$ cat src/rtl/sapq_pkg.sv
`timescale 1ns / 1ps
// ----------------------------------------------------------------------------
// Sorted array priority queue: shared package
// Opcodes, status codes, sequencer states and the result record that the
// sequencer hands to the top level.
// ----------------------------------------------------------------------------
package sapq_pkg;

   // Request opcodes. The unused code acts as a query.
   typedef logic [1:0] opcode_type;
   localparam opcode_type OP_ENQUEUE = 2'd0;
   localparam opcode_type OP_DEQUEUE = 2'd1;
   localparam opcode_type OP_QUERY   = 2'd2;

   // Result status codes.
   typedef logic [1:0] status_type;
   localparam status_type STATUS_OK        = 2'd0;
   localparam status_type STATUS_OVERFLOW  = 2'd1;
   localparam status_type STATUS_UNDERFLOW = 2'd2;

   // Fixed widths of the result and capacity port fields.
   localparam int OUT_WIDTH = 32;
   localparam int OCC_WIDTH = 5;
   localparam int CSR_WIDTH = 5;

   // Sequencer states.
   typedef enum logic [2:0] {
      ST_IDLE,
      ST_ENQ_START,
      ST_ENQ_CMP,
      ST_DEQ_SHIFT,
      ST_DONE
   } state_type;

   // One result beat.
   typedef struct packed {
      logic                        valid;
      logic signed [OUT_WIDTH-1:0] removed_value;
      status_type                  status;
      logic signed [OUT_WIDTH-1:0] smallest;
      logic signed [OUT_WIDTH-1:0] largest;
      logic [OCC_WIDTH-1:0]        occupancy;
      logic                        is_empty;
      logic                        is_full;
   } rsp_type;

endpackage

$ cat src/rtl/sapq_store.sv
`timescale 1ns / 1ps
// ----------------------------------------------------------------------------
// Sorted array priority queue: value store
// One write port and one read port with registered read data. Entries are
// undefined until written; the sequencer only reads entries it has filled.
// ----------------------------------------------------------------------------
module sapq_store
   import sapq_pkg::*;
#(
   parameter int DEPTH      = 16,
   parameter int DATA_WIDTH = 32
) (
   input  logic                          clock,
   input  logic                          wr_en,
   input  logic [$clog2(DEPTH)-1:0]      wr_addr,
   input  logic [DATA_WIDTH-1:0]         wr_data,
   input  logic [$clog2(DEPTH)-1:0]      rd_addr,
   output logic [DATA_WIDTH-1:0]         rd_data
);

   logic [DATA_WIDTH-1:0] mem_ff [DEPTH];
   logic [DATA_WIDTH-1:0] rd_data_ff;

   // Write port.
   always_ff @(posedge clock) begin
      if (wr_en) begin
         mem_ff[wr_addr] <= wr_data;
      end
   end

   // Registered read port.
   always_ff @(posedge clock) begin
      rd_data_ff <= mem_ff[rd_addr];
   end

   assign rd_data = rd_data_ff;

endmodule

$ cat src/rtl/sapq_seq.sv
`timescale 1ns / 1ps
// ----------------------------------------------------------------------------
// Sorted array priority queue: sequencer
// Runs one operation at a time. Enqueue walks down from the rear, moving one
// larger entry up per cycle through the shared compare; dequeue moves one
// entry down per cycle. Front and rear values are kept in registers.
// ----------------------------------------------------------------------------
module sapq_seq
   import sapq_pkg::*;
#(
   parameter int DEPTH      = 16,
   parameter int DATA_WIDTH = 32
) (
   input  logic                             clock,
   input  logic                             reset,
   input  logic                             start,
   input  opcode_type                       opcode,
   input  logic [DATA_WIDTH-1:0]            value,
   input  logic [$clog2(DEPTH+1)-1:0]       capacity,
   output logic                             busy,
   output rsp_type                          rsp,
   output logic                             mem_wr_en,
   output logic [$clog2(DEPTH)-1:0]         mem_wr_addr,
   output logic [DATA_WIDTH-1:0]            mem_wr_data,
   output logic [$clog2(DEPTH)-1:0]         mem_rd_addr,
   input  logic [DATA_WIDTH-1:0]            mem_rd_data
);

   localparam int AW = $clog2(DEPTH);
   localparam int CW = $clog2(DEPTH + 1);

   state_type             state_ff, state_in;
   opcode_type            op_ff, op_in;
   logic [DATA_WIDTH-1:0] val_ff, val_in;
   logic [AW-1:0]         idx_ff, idx_in;
   logic [CW-1:0]         count_ff, count_in;
   logic [DATA_WIDTH-1:0] front_ff, front_in;
   logic [DATA_WIDTH-1:0] rear_ff, rear_in;
   logic [DATA_WIDTH-1:0] removed_ff, removed_in;
   status_type            status_ff, status_in;

   logic [AW-1:0] idx_dec;
   logic [CW-1:0] idx_next_cnt;
   logic          rd_greater;
   logic          is_full;

   assign idx_dec      = idx_ff - AW'(1);
   assign idx_next_cnt = CW'(idx_ff) + CW'(1);
   // The one shared compare: stored entry against the value being placed.
   assign rd_greater   = $signed(mem_rd_data) > $signed(val_ff);
   assign is_full      = count_ff >= capacity;

   // State and control registers.
   always_ff @(posedge clock) begin
      if (reset) begin
         state_ff <= ST_IDLE;
         count_ff <= '0;
      end else begin
         state_ff <= state_in;
         count_ff <= count_in;
      end
   end

   // Payload registers.
   always_ff @(posedge clock) begin
      op_ff      <= op_in;
      val_ff     <= val_in;
      idx_ff     <= idx_in;
      front_ff   <= front_in;
      rear_ff    <= rear_in;
      removed_ff <= removed_in;
      status_ff  <= status_in;
   end

   // Next state, store accesses and register updates.
   always_comb begin
      state_in    = state_ff;
      op_in       = op_ff;
      val_in      = val_ff;
      idx_in      = idx_ff;
      count_in    = count_ff;
      front_in    = front_ff;
      rear_in     = rear_ff;
      removed_in  = removed_ff;
      status_in   = status_ff;
      mem_wr_en   = 1'b0;
      mem_wr_addr = idx_ff;
      mem_wr_data = val_ff;
      mem_rd_addr = '0;

      unique case (state_ff)
         ST_IDLE: begin
            if (start) begin
               op_in      = opcode;
               val_in     = value;
               removed_in = '1;
               status_in  = STATUS_OK;
               unique case (opcode)
                  OP_ENQUEUE: begin
                     if (is_full || count_ff >= CW'(DEPTH)) begin
                        status_in = STATUS_OVERFLOW;
                        state_in  = ST_DONE;
                     end else begin
                        idx_in   = AW'(count_ff);
                        state_in = ST_ENQ_START;
                     end
                  end
                  OP_DEQUEUE: begin
                     if (count_ff == '0) begin
                        status_in = STATUS_UNDERFLOW;
                        state_in  = ST_DONE;
                     end else if (count_ff == CW'(1)) begin
                        removed_in = front_ff;
                        count_in   = '0;
                        state_in   = ST_DONE;
                     end else begin
                        // Fetch the second entry; it becomes the new front.
                        removed_in  = front_ff;
                        mem_rd_addr = AW'(1);
                        idx_in      = AW'(1);
                        state_in    = ST_DEQ_SHIFT;
                     end
                  end
                  default: begin
                     state_in = ST_DONE;
                  end
               endcase
            end
         end

         // Place the value at the bottom slot, or fetch the entry below.
         ST_ENQ_START: begin
            if (idx_ff == '0) begin
               mem_wr_en   = 1'b1;
               mem_wr_addr = '0;
               mem_wr_data = val_ff;
               front_in    = val_ff;
               if (count_ff == '0) begin
                  rear_in = val_ff;
               end
               count_in = count_ff + CW'(1);
               state_in = ST_DONE;
            end else begin
               mem_rd_addr = idx_dec;
               state_in    = ST_ENQ_CMP;
            end
         end

         // Move a larger entry up one slot, or drop the value in place.
         ST_ENQ_CMP: begin
            mem_wr_en = 1'b1;
            if (rd_greater) begin
               mem_wr_data = mem_rd_data;
               idx_in      = idx_dec;
               if (idx_ff == AW'(1)) begin
                  state_in = ST_ENQ_START;
               end else begin
                  mem_rd_addr = idx_dec - AW'(1);
               end
            end else begin
               mem_wr_data = val_ff;
               if (CW'(idx_ff) == count_ff) begin
                  rear_in = val_ff;
               end
               count_in = count_ff + CW'(1);
               state_in = ST_DONE;
            end
         end

         // Move one entry down a slot per cycle.
         ST_DEQ_SHIFT: begin
            mem_wr_en   = 1'b1;
            mem_wr_addr = idx_dec;
            mem_wr_data = mem_rd_data;
            if (idx_ff == AW'(1)) begin
               front_in = mem_rd_data;
            end
            if (idx_next_cnt < count_ff) begin
               mem_rd_addr = idx_ff + AW'(1);
               idx_in      = idx_ff + AW'(1);
            end else begin
               count_in = count_ff - CW'(1);
               state_in = ST_DONE;
            end
         end

         ST_DONE: begin
            state_in = ST_IDLE;
         end

         default: begin
            state_in = ST_IDLE;
         end
      endcase
   end

   assign busy = (state_ff != ST_IDLE);

   // Result beat, shown for the one cycle in the done state.
   always_comb begin
      rsp.valid         = (state_ff == ST_DONE);
      rsp.removed_value = OUT_WIDTH'($signed(removed_ff));
      rsp.status        = status_ff;
      rsp.smallest      = (count_ff == '0) ? '1 : OUT_WIDTH'($signed(front_ff));
      rsp.largest       = (count_ff == '0) ? '1 : OUT_WIDTH'($signed(rear_ff));
      rsp.occupancy     = OCC_WIDTH'(count_ff);
      rsp.is_empty      = (count_ff == '0);
      rsp.is_full       = is_full;
   end

   // The held count never passes the store depth.
   a_count_bound: assert property (@(posedge clock) disable iff (reset)
      count_ff <= CW'(DEPTH))
      else $error("held count exceeds depth");

   // An accepted request always leaves the idle state.
   a_start_busy: assert property (@(posedge clock) disable iff (reset)
      start && !busy |=> busy)
      else $error("accepted request did not start a sequence");

   // A result beat is followed by the idle state.
   a_done_idle: assert property (@(posedge clock) disable iff (reset)
      rsp.valid |=> !busy)
      else $error("sequencer stayed busy after a result");

   // Overflow is reported only on a full queue.
   a_overflow_full: assert property (@(posedge clock) disable iff (reset)
      rsp.valid && rsp.status == STATUS_OVERFLOW |-> rsp.is_full)
      else $error("overflow reported on a queue that is not full");

   // Writes stay inside the occupied region plus the slot being filled.
   a_write_range: assert property (@(posedge clock) disable iff (reset)
      mem_wr_en |-> CW'(mem_wr_addr) <= count_ff)
      else $error("store write outside the occupied region");

endmodule

$ cat src/rtl/sorted_array_priority_queue.sv
`timescale 1ns / 1ps
// ----------------------------------------------------------------------------
// Sorted array priority queue
// Bounded min-priority queue held as an ascending sorted array, with a
// capacity register, stable ordering among equal values and status flags.
// ----------------------------------------------------------------------------
// Sequence: query, overflow, underflow and a dequeue of the last value go
//   straight to the result; other dequeues shift later entries down one per
//   cycle; an enqueue moves k larger entries up one per cycle, then places
//   the value. Flow: one request at a time; busy holds through the result
//   beat, and the receiver cannot stall.
// Reset: synchronous; empties the queue and sets the capacity to 16.
// ----------------------------------------------------------------------------
module sorted_array_priority_queue
   import sapq_pkg::*;
#(
   parameter int DEPTH      = 16,
   parameter int DATA_WIDTH = 32
) (
   input  logic                        clock,
   input  logic                        reset,
   input  logic                        start,
   output logic                        busy,
   input  logic [1:0]                  req_opcode,
   input  logic signed [31:0]          req_value_in,
   output logic                        rsp_valid,
   output logic signed [31:0]          rsp_removed_value,
   output logic [1:0]                  rsp_status,
   output logic signed [31:0]          rsp_smallest,
   output logic signed [31:0]          rsp_largest,
   output logic [4:0]                  rsp_occupancy,
   output logic                        rsp_is_empty,
   output logic                        rsp_is_full,
   input  logic                        csr_valid,
   output logic                        csr_ready,
   input  logic [4:0]                  csr_capacity_in_use
);

   localparam int AW = $clog2(DEPTH);
   localparam int CW = $clog2(DEPTH + 1);
   localparam int XW = (CW > CSR_WIDTH) ? CW : CSR_WIDTH;

   logic [CSR_WIDTH-1:0]  capacity_ff, capacity_in;
   logic [XW-1:0]         capacity_x;
   logic [CW-1:0]         capacity_eff;
   logic [DATA_WIDTH-1:0] value_trim;
   rsp_type               rsp;
   logic                  mem_wr_en;
   logic [AW-1:0]         mem_wr_addr;
   logic [DATA_WIDTH-1:0] mem_wr_data;
   logic [AW-1:0]         mem_rd_addr;
   logic [DATA_WIDTH-1:0] mem_rd_data;

   // Capacity register; a write beat is always taken.
   assign csr_ready   = 1'b1;
   assign capacity_in = (csr_valid && csr_ready) ? csr_capacity_in_use : capacity_ff;

   always_ff @(posedge clock) begin
      if (reset) begin
         capacity_ff <= CSR_WIDTH'(16);
      end else begin
         capacity_ff <= capacity_in;
      end
   end

   // Effective capacity: zero acts as one, and it saturates at the depth.
   assign capacity_x = XW'(capacity_ff);
   always_comb begin
      priority if (capacity_x == '0) begin
         capacity_eff = CW'(1);
      end else if (capacity_x > XW'(DEPTH)) begin
         capacity_eff = CW'(DEPTH);
      end else begin
         capacity_eff = CW'(capacity_x);
      end
   end

   // The value is taken as its low DATA_WIDTH bits.
   assign value_trim = DATA_WIDTH'($unsigned(req_value_in));

   sapq_seq #(
      .DEPTH      (DEPTH),
      .DATA_WIDTH (DATA_WIDTH)
   ) u_seq (
      .clock       (clock),
      .reset       (reset),
      .start       (start),
      .opcode      (req_opcode),
      .value       (value_trim),
      .capacity    (capacity_eff),
      .busy        (busy),
      .rsp         (rsp),
      .mem_wr_en   (mem_wr_en),
      .mem_wr_addr (mem_wr_addr),
      .mem_wr_data (mem_wr_data),
      .mem_rd_addr (mem_rd_addr),
      .mem_rd_data (mem_rd_data)
   );

   sapq_store #(
      .DEPTH      (DEPTH),
      .DATA_WIDTH (DATA_WIDTH)
   ) u_store (
      .clock   (clock),
      .wr_en   (mem_wr_en),
      .wr_addr (mem_wr_addr),
      .wr_data (mem_wr_data),
      .rd_addr (mem_rd_addr),
      .rd_data (mem_rd_data)
   );

   // Result ports.
   assign rsp_valid         = rsp.valid;
   assign rsp_removed_value = rsp.removed_value;
   assign rsp_status        = rsp.status;
   assign rsp_smallest      = rsp.smallest;
   assign rsp_largest       = rsp.largest;
   assign rsp_occupancy     = rsp.occupancy;
   assign rsp_is_empty      = rsp.is_empty;
   assign rsp_is_full       = rsp.is_full;

endmodule

$ cat config.mk
export PLATFORM = sky130hd
export DESIGN_NAME = sorted_array_priority_queue
export DESIGN_NICKNAME = d
export VERILOG_FILES = /design/src/rtl/sapq_pkg.sv /design/src/rtl/sapq_store.sv /design/src/rtl/sapq_seq.sv /design/src/rtl/sorted_array_priority_queue.sv
export SDC_FILE = /design/constraint.sdc
export NUM_CORES = 1
export LEC_CHECK = 0
export BUFFER_PORTS_ARGS = -buffer_cell sky130_fd_sc_hd__buf_2
export CAP_MARGIN = 10
export CORE_MARGIN = 2
export CORE_UTILIZATION = 50
export DETAILED_ROUTE_END_ITERATION = 8
export PLACE_DENSITY_LB_ADDON = 0.1
export SLEW_MARGIN = 10
export SYNTH_ARGS = -nofsm -noshare
export SYNTH_HDL_FRONTEND = slang
export SYNTH_SLANG_ARGS = --single-unit
$ cat constraint.sdc
create_clock -name clock -period 9.38 [get_ports clock]
set_clock_uncertainty 0.1 [all_clocks]
set_input_delay 0.469 -clock clock [delete_from_list [all_inputs] [get_ports clock]]
set_output_delay 0.469 -clock clock [all_outputs]
set_load 0.03 [all_outputs]
# == Word level (Yosys, flattened, before mapping) ==
# Memories as Yosys holds them, arrays and structs flattened. A register that Yosys moved wholly into a read port is not among the register bits.
# Cells that the tools add are included.
# word_totals
ff_bits,147
wordCells,122
n_memories,1
mem_bits_rw,512
out_inout_bits,108
input_bits,43
# op_classes
n_lt_le_gt_ge,5
muxes,58
n_eq_ne,25
addsub,6
n_reduce_logical,18
# mem_list
memory,words,width,read_ports,rd_clocked_by_memory_dff,write_ports,line_no,text
u_store.mem_ff,16,32,1,1,1,sapq_store.sv:21,logic [DATA_WIDTH-1:0] mem_ff [DEPTH];
# ops
op,n
2-to-1 mux 32 bit,9
one-hot mux 32 bit (2 select lines),3
2-to-1 mux 4 bit,14
2-to-1 mux 5 bit,9
> comparator 32 bit,1
2-to-1 mux 3 bit,8
one-hot mux 5 bit (4 select lines),1
one-hot mux 4 bit (2 select lines),2
one-hot mux 4 bit (4 select lines),1
AND reduction 8 bit,2
"inequality test 3 bit, second input constant",5
"inequality test 2 x 1 -> 1 bit, second input constant",6
"inequality test 2 bit, second input constant",6
one-hot mux 3 bit (4 select lines),1
one-hot mux 4 bit (3 select lines),1
zero test 5 bit,2
"subtractor 4 x 1 -> 4 bit, second input constant",2
"equality test 3 x 2 -> 1 bit, second input constant",2
one-hot mux 3 bit (2 select lines),1
AND reduction 3 bit,2
nonzero test 3 bit,2
"adder 4 x 1 -> 5 bit, second input constant",1
"adder 5 x 1 -> 5 bit, second input constant",1
equality test 4 x 5 -> 1 bit,1
other kinds (24),29

# == Logic depth before layout (Yosys ltp) ==
# depth
ltp_word,9
depth_mapped,17
ltp_nobuf,14

# == Hierarchy ==
# From an unflattened synthesis, not the netlist that was laid out.
# hier_totals
hier_cells,1535
area_unflattened_um2,27843.0
# modules_own_cells
mod,cells_per_inst,n_inst,seq_area_each_um2,area_each_um2
sapq_store,838,1,16015.4,19835.3
sapq_seq,672,1,4184.0,7783.7
sorted_array_priority_queue,25,1,100.1,224.0

# == Worst setup path before layout ==
# No wires, ideal clock.
# synth_timing
kind,register to register
startpoint,reg u_seq.state_ff[0]
endpoint,"reg u_store.rd_data_ff[21], in the netlist u_store.rd_data[21] (read register of u_store.mem_ff)"
arrival_ns,5.224
stages_incl_launch_ff,10
synth_period_minus_slack_ns,5.409
setup_ns,0.085
t_required_ns,9.195
n_path_buf,2
path_slack_ns,3.971
path_cell_list,dfxtp_1 -> clkbuf_1 -> or3_1 -> nor2_1 -> and4_1 -> a21oi_1 -> nor2_1 -> clkbuf_1 -> a22oi_1 -> o221ai_1
# synth_via
elab_chain_len,2
# synth_lines
item,line_no,text
start: declaration,sapq_seq.sv:32,"state_type state_ff, state_in;"
start signal: assignment,sapq_seq.sv:59,state_ff <= state_in;
"equality test 3 x 2 -> 1 bit, or another cell as far along",sapq_seq.sv:91,unique case (state_ff)
one-hot mux 4 bit (4 select lines) *,sapq_seq.sv:91,
end: declaration,sapq_store.sv:22,logic [DATA_WIDTH-1:0] rd_data_ff;
# Mark *: on every way between the ends. The rest lies on a longest branch, timed or not.
# A chain may end at the register's enable or synchronous reset.

# == Worst setup path in the final report ==
# layout_timing
startpoint,reg u_seq.idx_ff[0]
endpoint,"reg u_store.rd_data_ff[21], in the netlist u_store.rd_data[21] (read register of u_store.mem_ff)"
# layout_via
elab_chain_len,5
# layout_lines
item,line_no,text
start: declaration,sapq_seq.sv:35,"logic [AW-1:0] idx_ff, idx_in;"
start signal: assignment,sapq_seq.sv:68,idx_ff <= idx_in;
subtractor 4 x 1 -> 4 bit,sapq_seq.sv:47,assign idx_dec = idx_ff - AW'(1);
subtractor 4 x 1 -> 4 bit,sapq_seq.sv:158,mem_rd_addr = idx_dec - AW'(1);
2-to-1 mux 4 bit,sapq_seq.sv:155,if (idx_ff == AW'(1)) begin
2-to-1 mux 4 bit,sapq_seq.sv:152,if (rd_greater) begin
one-hot mux 4 bit (4 select lines) *,sapq_seq.sv:91,
# Marked as above.

==> impl_results.html <==
<table>
<tr><th>Metric</th><th>Value</th></tr>
<tr><th colspan="2">Logic synthesis</th></tr>
<tr><td>Cells after Synth</td><td>1,789</td></tr>
<tr><td>Share of flip-flops with an asynchronous set or reset</td><td>0</td></tr>
<tr><td>Number of warnings printed during yosys synthesis</td><td>0</td></tr>
<tr><td>Distinct cells, synth</td><td>63</td></tr>
<tr><td>Post-synthesis register bit count</td><td>691</td></tr>
<tr><td>Post-Synthesis Net Count</td><td>1,883</td></tr>
<tr><td>Top FF cell, synth</td><td>sky130_fd_sc_hd__edfxtp_1</td></tr>
<tr><td>Part of the Yosys area used for sequential elements</td><td>0.725</td></tr>
<tr><td>Cell area after synthesis</td><td>0.0280 mm2</td></tr>
<tr><td>Post-synth EDFFs</td><td>646</td></tr>
<tr><td>Post-synthesis average cell area</td><td>15.7 um2</td></tr>
<tr><th colspan="2">Route</th></tr>
<tr><td>Ratio of routed vias to standard cells</td><td>5.77</td></tr>
<tr><td>Post-route ant nets</td><td>0</td></tr>
<tr><td>Final routed DRC violation total</td><td>0</td></tr>
<tr><td>Initial DRC Count</td><td>1,307</td></tr>
<tr><td>Pre-Repair DR Iteration Count</td><td>5</td></tr>
<tr><td>Via count</td><td>16,000</td></tr>
<tr><td>Detailed-route wire length</td><td>65,700 um</td></tr>
<tr><td>Wire length per cell after detailed routing</td><td>23.7 um</td></tr>
<tr><th colspan="2">Die</th></tr>
<tr><td>Count of standard-cell rows</td><td>86</td></tr>
<tr><td>Die extent in x</td><td>241 um</td></tr>
<tr><td>Core Region</td><td>0.0552 mm2</td></tr>
<tr><td>Die Height</td><td>241 um</td></tr>
<tr><td>Number of I/O pins</td><td>151</td></tr>
<tr><td>Overall die area</td><td>0.0579 mm2</td></tr>
<tr><td>Initial Utilization</td><td>0.508</td></tr>
<tr><th colspan="2">Place</th></tr>
<tr><td>Instance area after placement</td><td>0.0297 mm2</td></tr>
<tr><td>HPWL after detailed placement</td><td>36,900 um</td></tr>
<tr><td>Routability congestion estimate from global placement</td><td>0.829</td></tr>
<tr><td>Number of port buffers</td><td>149</td></tr>
<tr><th colspan="2">Global routing</th></tr>
<tr><td>Met3 capacity usage during global routing</td><td>0.0379</td></tr>
<tr><td>Global-route total usage across every layer</td><td>0.230</td></tr>
<tr><td>Grt ovf</td><td>0</td></tr>
<tr><td>Vias in the first global route</td><td>15,700</td></tr>
<tr><td>Routing usage on met2</td><td>0.371</td></tr>
<tr><td>Busiest grt layer</td><td>met2</td></tr>
<tr><td>Grt met1 use</td><td>0.327</td></tr>
<tr><td>Pin count of the biggest net entering global routing</td><td>124</td></tr>
<tr><td>Number of antenna violations at the first check in global routing</td><td>1</td></tr>
<tr><td>Wire length of the first global-routing pass</td><td>98,000 um</td></tr>
<tr><th colspan="2">Timing</th></tr>
<tr><td>Period utilisation layout</td><td>0.581</td></tr>
<tr><td>Worst rel slew slack</td><td>0.285</td></tr>
<tr><td>Highest clock frequency the design can meet</td><td>183 MHz</td></tr>
<tr><td>Hold violation total from the final report</td><td>0</td></tr>
<tr><td>Setup repair after global routing missed its margin</td><td>false</td></tr>
<tr><td>Setup tns final</td><td>0 ps</td></tr>
<tr><td>Total of endpoints with negative setup slack in the final report</td><td>0</td></tr>
<tr><td>Final Max Slew Viols</td><td>0</td></tr>
<tr><td>Transition at the pin with the smallest max-transition slack</td><td>1070 ps</td></tr>
<tr><td>Tmin final</td><td>5450 ps</td></tr>
<tr><th colspan="2">Power and ir drop</th></tr>
<tr><td>Leakage</td><td>10.5 nW</td></tr>
<tr><td>Maximum resistive drop on vdd</td><td>0.125 mV</td></tr>
<tr><td>Pwr per Cell Area</td><td>202 mW/mm2</td></tr>
<tr><th colspan="2">Critical path</th></tr>
<tr><td>Critical path launch point type</td><td>flop</td></tr>
<tr><td>Crit Path Class</td><td>reg2reg</td></tr>
<tr><td>Critical-path maximum fanout</td><td>58</td></tr>
<tr><td>Flop2flop setup slack</td><td>3930 ps</td></tr>
<tr><td>Nature of the critical path endpoint</td><td>flop</td></tr>
<tr><td>Crit path DAT</td><td>5810 ps</td></tr>
<tr><td>Data required time at the worst endpoint</td><td>9740 ps</td></tr>
<tr><th colspan="2">Final layout</th></tr>
<tr><td>Layout area overhead</td><td>15.2%</td></tr>
<tr><td>Final instance area</td><td>0.0323 mm2</td></tr>
<tr><td>Post-layout net count</td><td>2,067</td></tr>
<tr><td>Fraction of the core area covered by cells at the end of the flow</td><td>0.585</td></tr>
<tr><td>Fraction of layout cells with a size suffix above 1</td><td>0.219</td></tr>
<tr><td>Number of fillers in the final layout</td><td>4,249</td></tr>
<tr><th colspan="2">Status</th></tr>
<tr><td>Result of the run</td><td>finished, final reports clean</td></tr>
<tr><th colspan="2">Clock network</th></tr>
<tr><td>H-tree levels</td><td>3</td></tr>
<tr><td>CTS clock-pin slew for the worst setup and hold paths</td><td>60 ps</td></tr>
<tr><td>Clock tree from TritonCTS</td><td>yes</td></tr>
<tr><td>Worst-skew pair later-pin latency</td><td>600 ps</td></tr>
<tr><td>Clock Tree Buf Depth</td><td>3</td></tr>
<tr><td>Post-CTS Setup Inserts</td><td>0</td></tr>
<tr><td>CTS buffer count</td><td>71</td></tr>
<tr><td>Clk sinks</td><td>691</td></tr>
<tr><td>Clock root buffer</td><td>sky130_fd_sc_hd__clkbuf_16</td></tr>
<tr><th colspan="2">Job</th></tr>
<tr><td>Max cap viols</td><td>0</td></tr>
<tr><th colspan="2">Min path</th></tr>
<tr><td>Worst hold-check path type</td><td>in2reg</td></tr>
</table>
==> through the flow <==
step | total power (W) | setup WS, ps | std cells | hold WS (ps)
2_1_floorplan | 0.00373 | 3970 | 1789 | 344
3_3_place_gp | 0.00385 | 4050 | 2613 | 367
3_5_place_dp | 0.00386 | 3970 | 2613 | 372
4_1_cts | 0.00657 | 3960 | 2774 | 9.86
5_1_grt | 0.00672 | 3580 | 2774 | 56.1
6_report | 0.00651 | 3930 | 2776 | 48.2
==> sequential cells by signal, summed over array words and instances (netlist names) <==
register and cells:
capacity_ff 5, u_seq.count_ff 5, u_seq.front_ff 32, u_seq.idx_ff 4
u_seq.rear_ff 32, u_seq.removed_ff 32, u_seq.state_ff 3, u_seq.status_ff 2
u_seq.val_ff 32, u_store.mem_ff 512, u_store.rd_data 32
==> synth_stat cells (all sizes together), types with 4 or more instances <==
cell type | n | area (um2)
ha | 51 | 638
o221ai | 32 | 324
a22oi | 35 | 298
xor2 | 6 | 52.6
o21ai | 44 | 220
or2 | 28 | 175
mux2 | 32 | 360
xnor2 | 11 | 96.3
mux4 | 64 | 1440
nand3 | 8 | 40.0
and4 | 4 | 35.0
and2 | 4 | 25.0
nand4 | 4 | 25.0
dfxtp | 45 | 901
mux2i | 7 | 70.1
nor3 | 10 | 50.1
clkbuf | 65 | 244
buf | 39 | 203
nand2b | 72 | 450
inv | 47 | 176
a32o | 64 | 641
a21oi | 91 | 463
nand2 | 264 | 998
nor2 | 50 | 188
a21o | 10 | 75.1
o21a | 5 | 37.5
or3 | 8 | 50.1
nor2b | 5 | 31.3
edfxtp | 646 | 19400
==> power breakdown <==
group,internal [W],switching (W),total (W)
Sequential,0.00343,0.0000502,0.00348
Clock,0.00158,0.00112,0.00270
Combinational,0.000123,0.000212,0.000335
==> placed cells by master (no fill, tap or decap), types with 5 or more instances in the layout <==
| cell type | n |
|---|---|
| sky130_fd_sc_hd__or2_2 | 28 |
| sky130_fd_sc_hd__a22oi_1 | 28 |
| sky130_fd_sc_hd__edfxtp_1 | 646 |
| sky130_fd_sc_hd__nand2b_1 | 72 |
| sky130_fd_sc_hd__a21o_1 | 9 |
| sky130_fd_sc_hd__buf_2 | 149 |
| sky130_fd_sc_hd__o221ai_2 | 7 |
| sky130_fd_sc_hd__clkinv_1 | 7 |
| sky130_fd_sc_hd__o21a_1 | 5 |
| sky130_fd_sc_hd__a21oi_1 | 89 |
| sky130_fd_sc_hd__ha_1 | 51 |
| sky130_fd_sc_hd__o21ai_0 | 43 |
| sky130_fd_sc_hd__clkbuf_16 | 75 |
| sky130_fd_sc_hd__clkbuf_1 | 23 |
| sky130_fd_sc_hd__inv_1 | 47 |
| sky130_fd_sc_hd__buf_4 | 30 |
| sky130_fd_sc_hd__nor2_4 | 20 |
| sky130_fd_sc_hd__a22oi_2 | 7 |
| sky130_fd_sc_hd__nor2_1 | 30 |
| sky130_fd_sc_hd__clkbuf_8 | 7 |
| sky130_fd_sc_hd__nand3_1 | 8 |
| sky130_fd_sc_hd__nor3_1 | 10 |
| sky130_fd_sc_hd__dfxtp_1 | 45 |
| sky130_fd_sc_hd__mux2_2 | 32 |
| sky130_fd_sc_hd__nand2_1 | 262 |
| sky130_fd_sc_hd__mux2i_1 | 7 |
| sky130_fd_sc_hd__or3_1 | 8 |
| sky130_fd_sc_hd__nor2b_1 | 5 |
| sky130_fd_sc_hd__o221ai_1 | 25 |
| sky130_fd_sc_hd__mux4_2 | 64 |
| sky130_fd_sc_hd__xnor2_1 | 11 |
| sky130_fd_sc_hd__dlygate4sd3_1 | 35 |
| sky130_fd_sc_hd__a32o_1 | 64 |
| sky130_fd_sc_hd__xor2_1 | 6 |
| sky130_fd_sc_hd__clkinv_2 | 9 |
==> routing by layer <==
metal,up-vias,wire [um],share of wire
li1,7237,-,-
met1,8145,28900,0.44
met2,565,31100,0.47
met3,71,4550,0.069
met4,0,1130,0.017
met5,-,0,0
==> worst paths after layout <==
path	start	to	cells after the start
worst max-delay path	u_seq.idx_ff[0]	u_store.rd_data[21]	15
worst min-delay path	csr_capacity_in_use[2]	capacity_ff[2]	3
worst max register to register	u_seq.idx_ff[0]	u_store.rd_data[21]	15
worst min register to register	u_seq.val_ff[8]	u_seq.rear_ff[8]	0
==> layout make-up <==
| class | count | area (um2) | share of cell area |
|---|---|---|---|
| multi-input combinational | 947 | 7290 | 0.226 |
| clock inverter | 21 | 171 | 0.00531 |
| antenna | 2 | 5.00 | 0.000155 |
| clock buffer | 105 | 2060 | 0.0638 |
| sequential | 691 | 20300 | 0.629 |
| inverter | 47 | 176 | 0.00547 |
| timing repair buffer | 215 | 1340 | 0.0416 |
| tap | 748 | 936 | 0.0290 |
==> critical path, stage by stage (launching register included) <==
cell	delay [ps]
sky130_fd_sc_hd__edfxtp_1	690
sky130_fd_sc_hd__inv_1	100
sky130_fd_sc_hd__ha_1	420
sky130_fd_sc_hd__ha_1	310
sky130_fd_sc_hd__nor2b_1	120
sky130_fd_sc_hd__o21a_1	120
sky130_fd_sc_hd__o21a_1	120
sky130_fd_sc_hd__o21a_1	160
sky130_fd_sc_hd__nor3_1	130
sky130_fd_sc_hd__a221oi_1	470
sky130_fd_sc_hd__a2bb2oi_4	350
sky130_fd_sc_hd__buf_4	680
sky130_fd_sc_hd__buf_4	710
sky130_fd_sc_hd__mux4_2	410
sky130_fd_sc_hd__a22oi_1	230
sky130_fd_sc_hd__o221ai_1	150
==> cells by family (layout without fill, tap and decap cells) <==
| kind of cell | count (synthesis) | in the layout | synth area share |
|---|---|---|---|
| AOI/OAI and AO/OA | 310 | 310 | 0.0821 |
| other | 1 | 3 | 0.000134 |
| xor gates and xnor gates | 17 | 17 | 0.00531 |
| buffers and inverters | 151 | 388 | 0.0222 |
| and+or+nand+nor | 465 | 465 | 0.0761 |
| muxes | 103 | 103 | 0.0668 |
| adders and majority gates | 51 | 51 | 0.0228 |
| DFF | 691 | 691 | 0.725 |
==> timing repair <==
| item | CTS | global route |
|---|---|---|
| endpoints found under the hold margin | 35 | 0 |
| hold buffers | 35 | 0 |
| resized for setup | 0 | 0 |
Power figures use the tool's default switching activity.
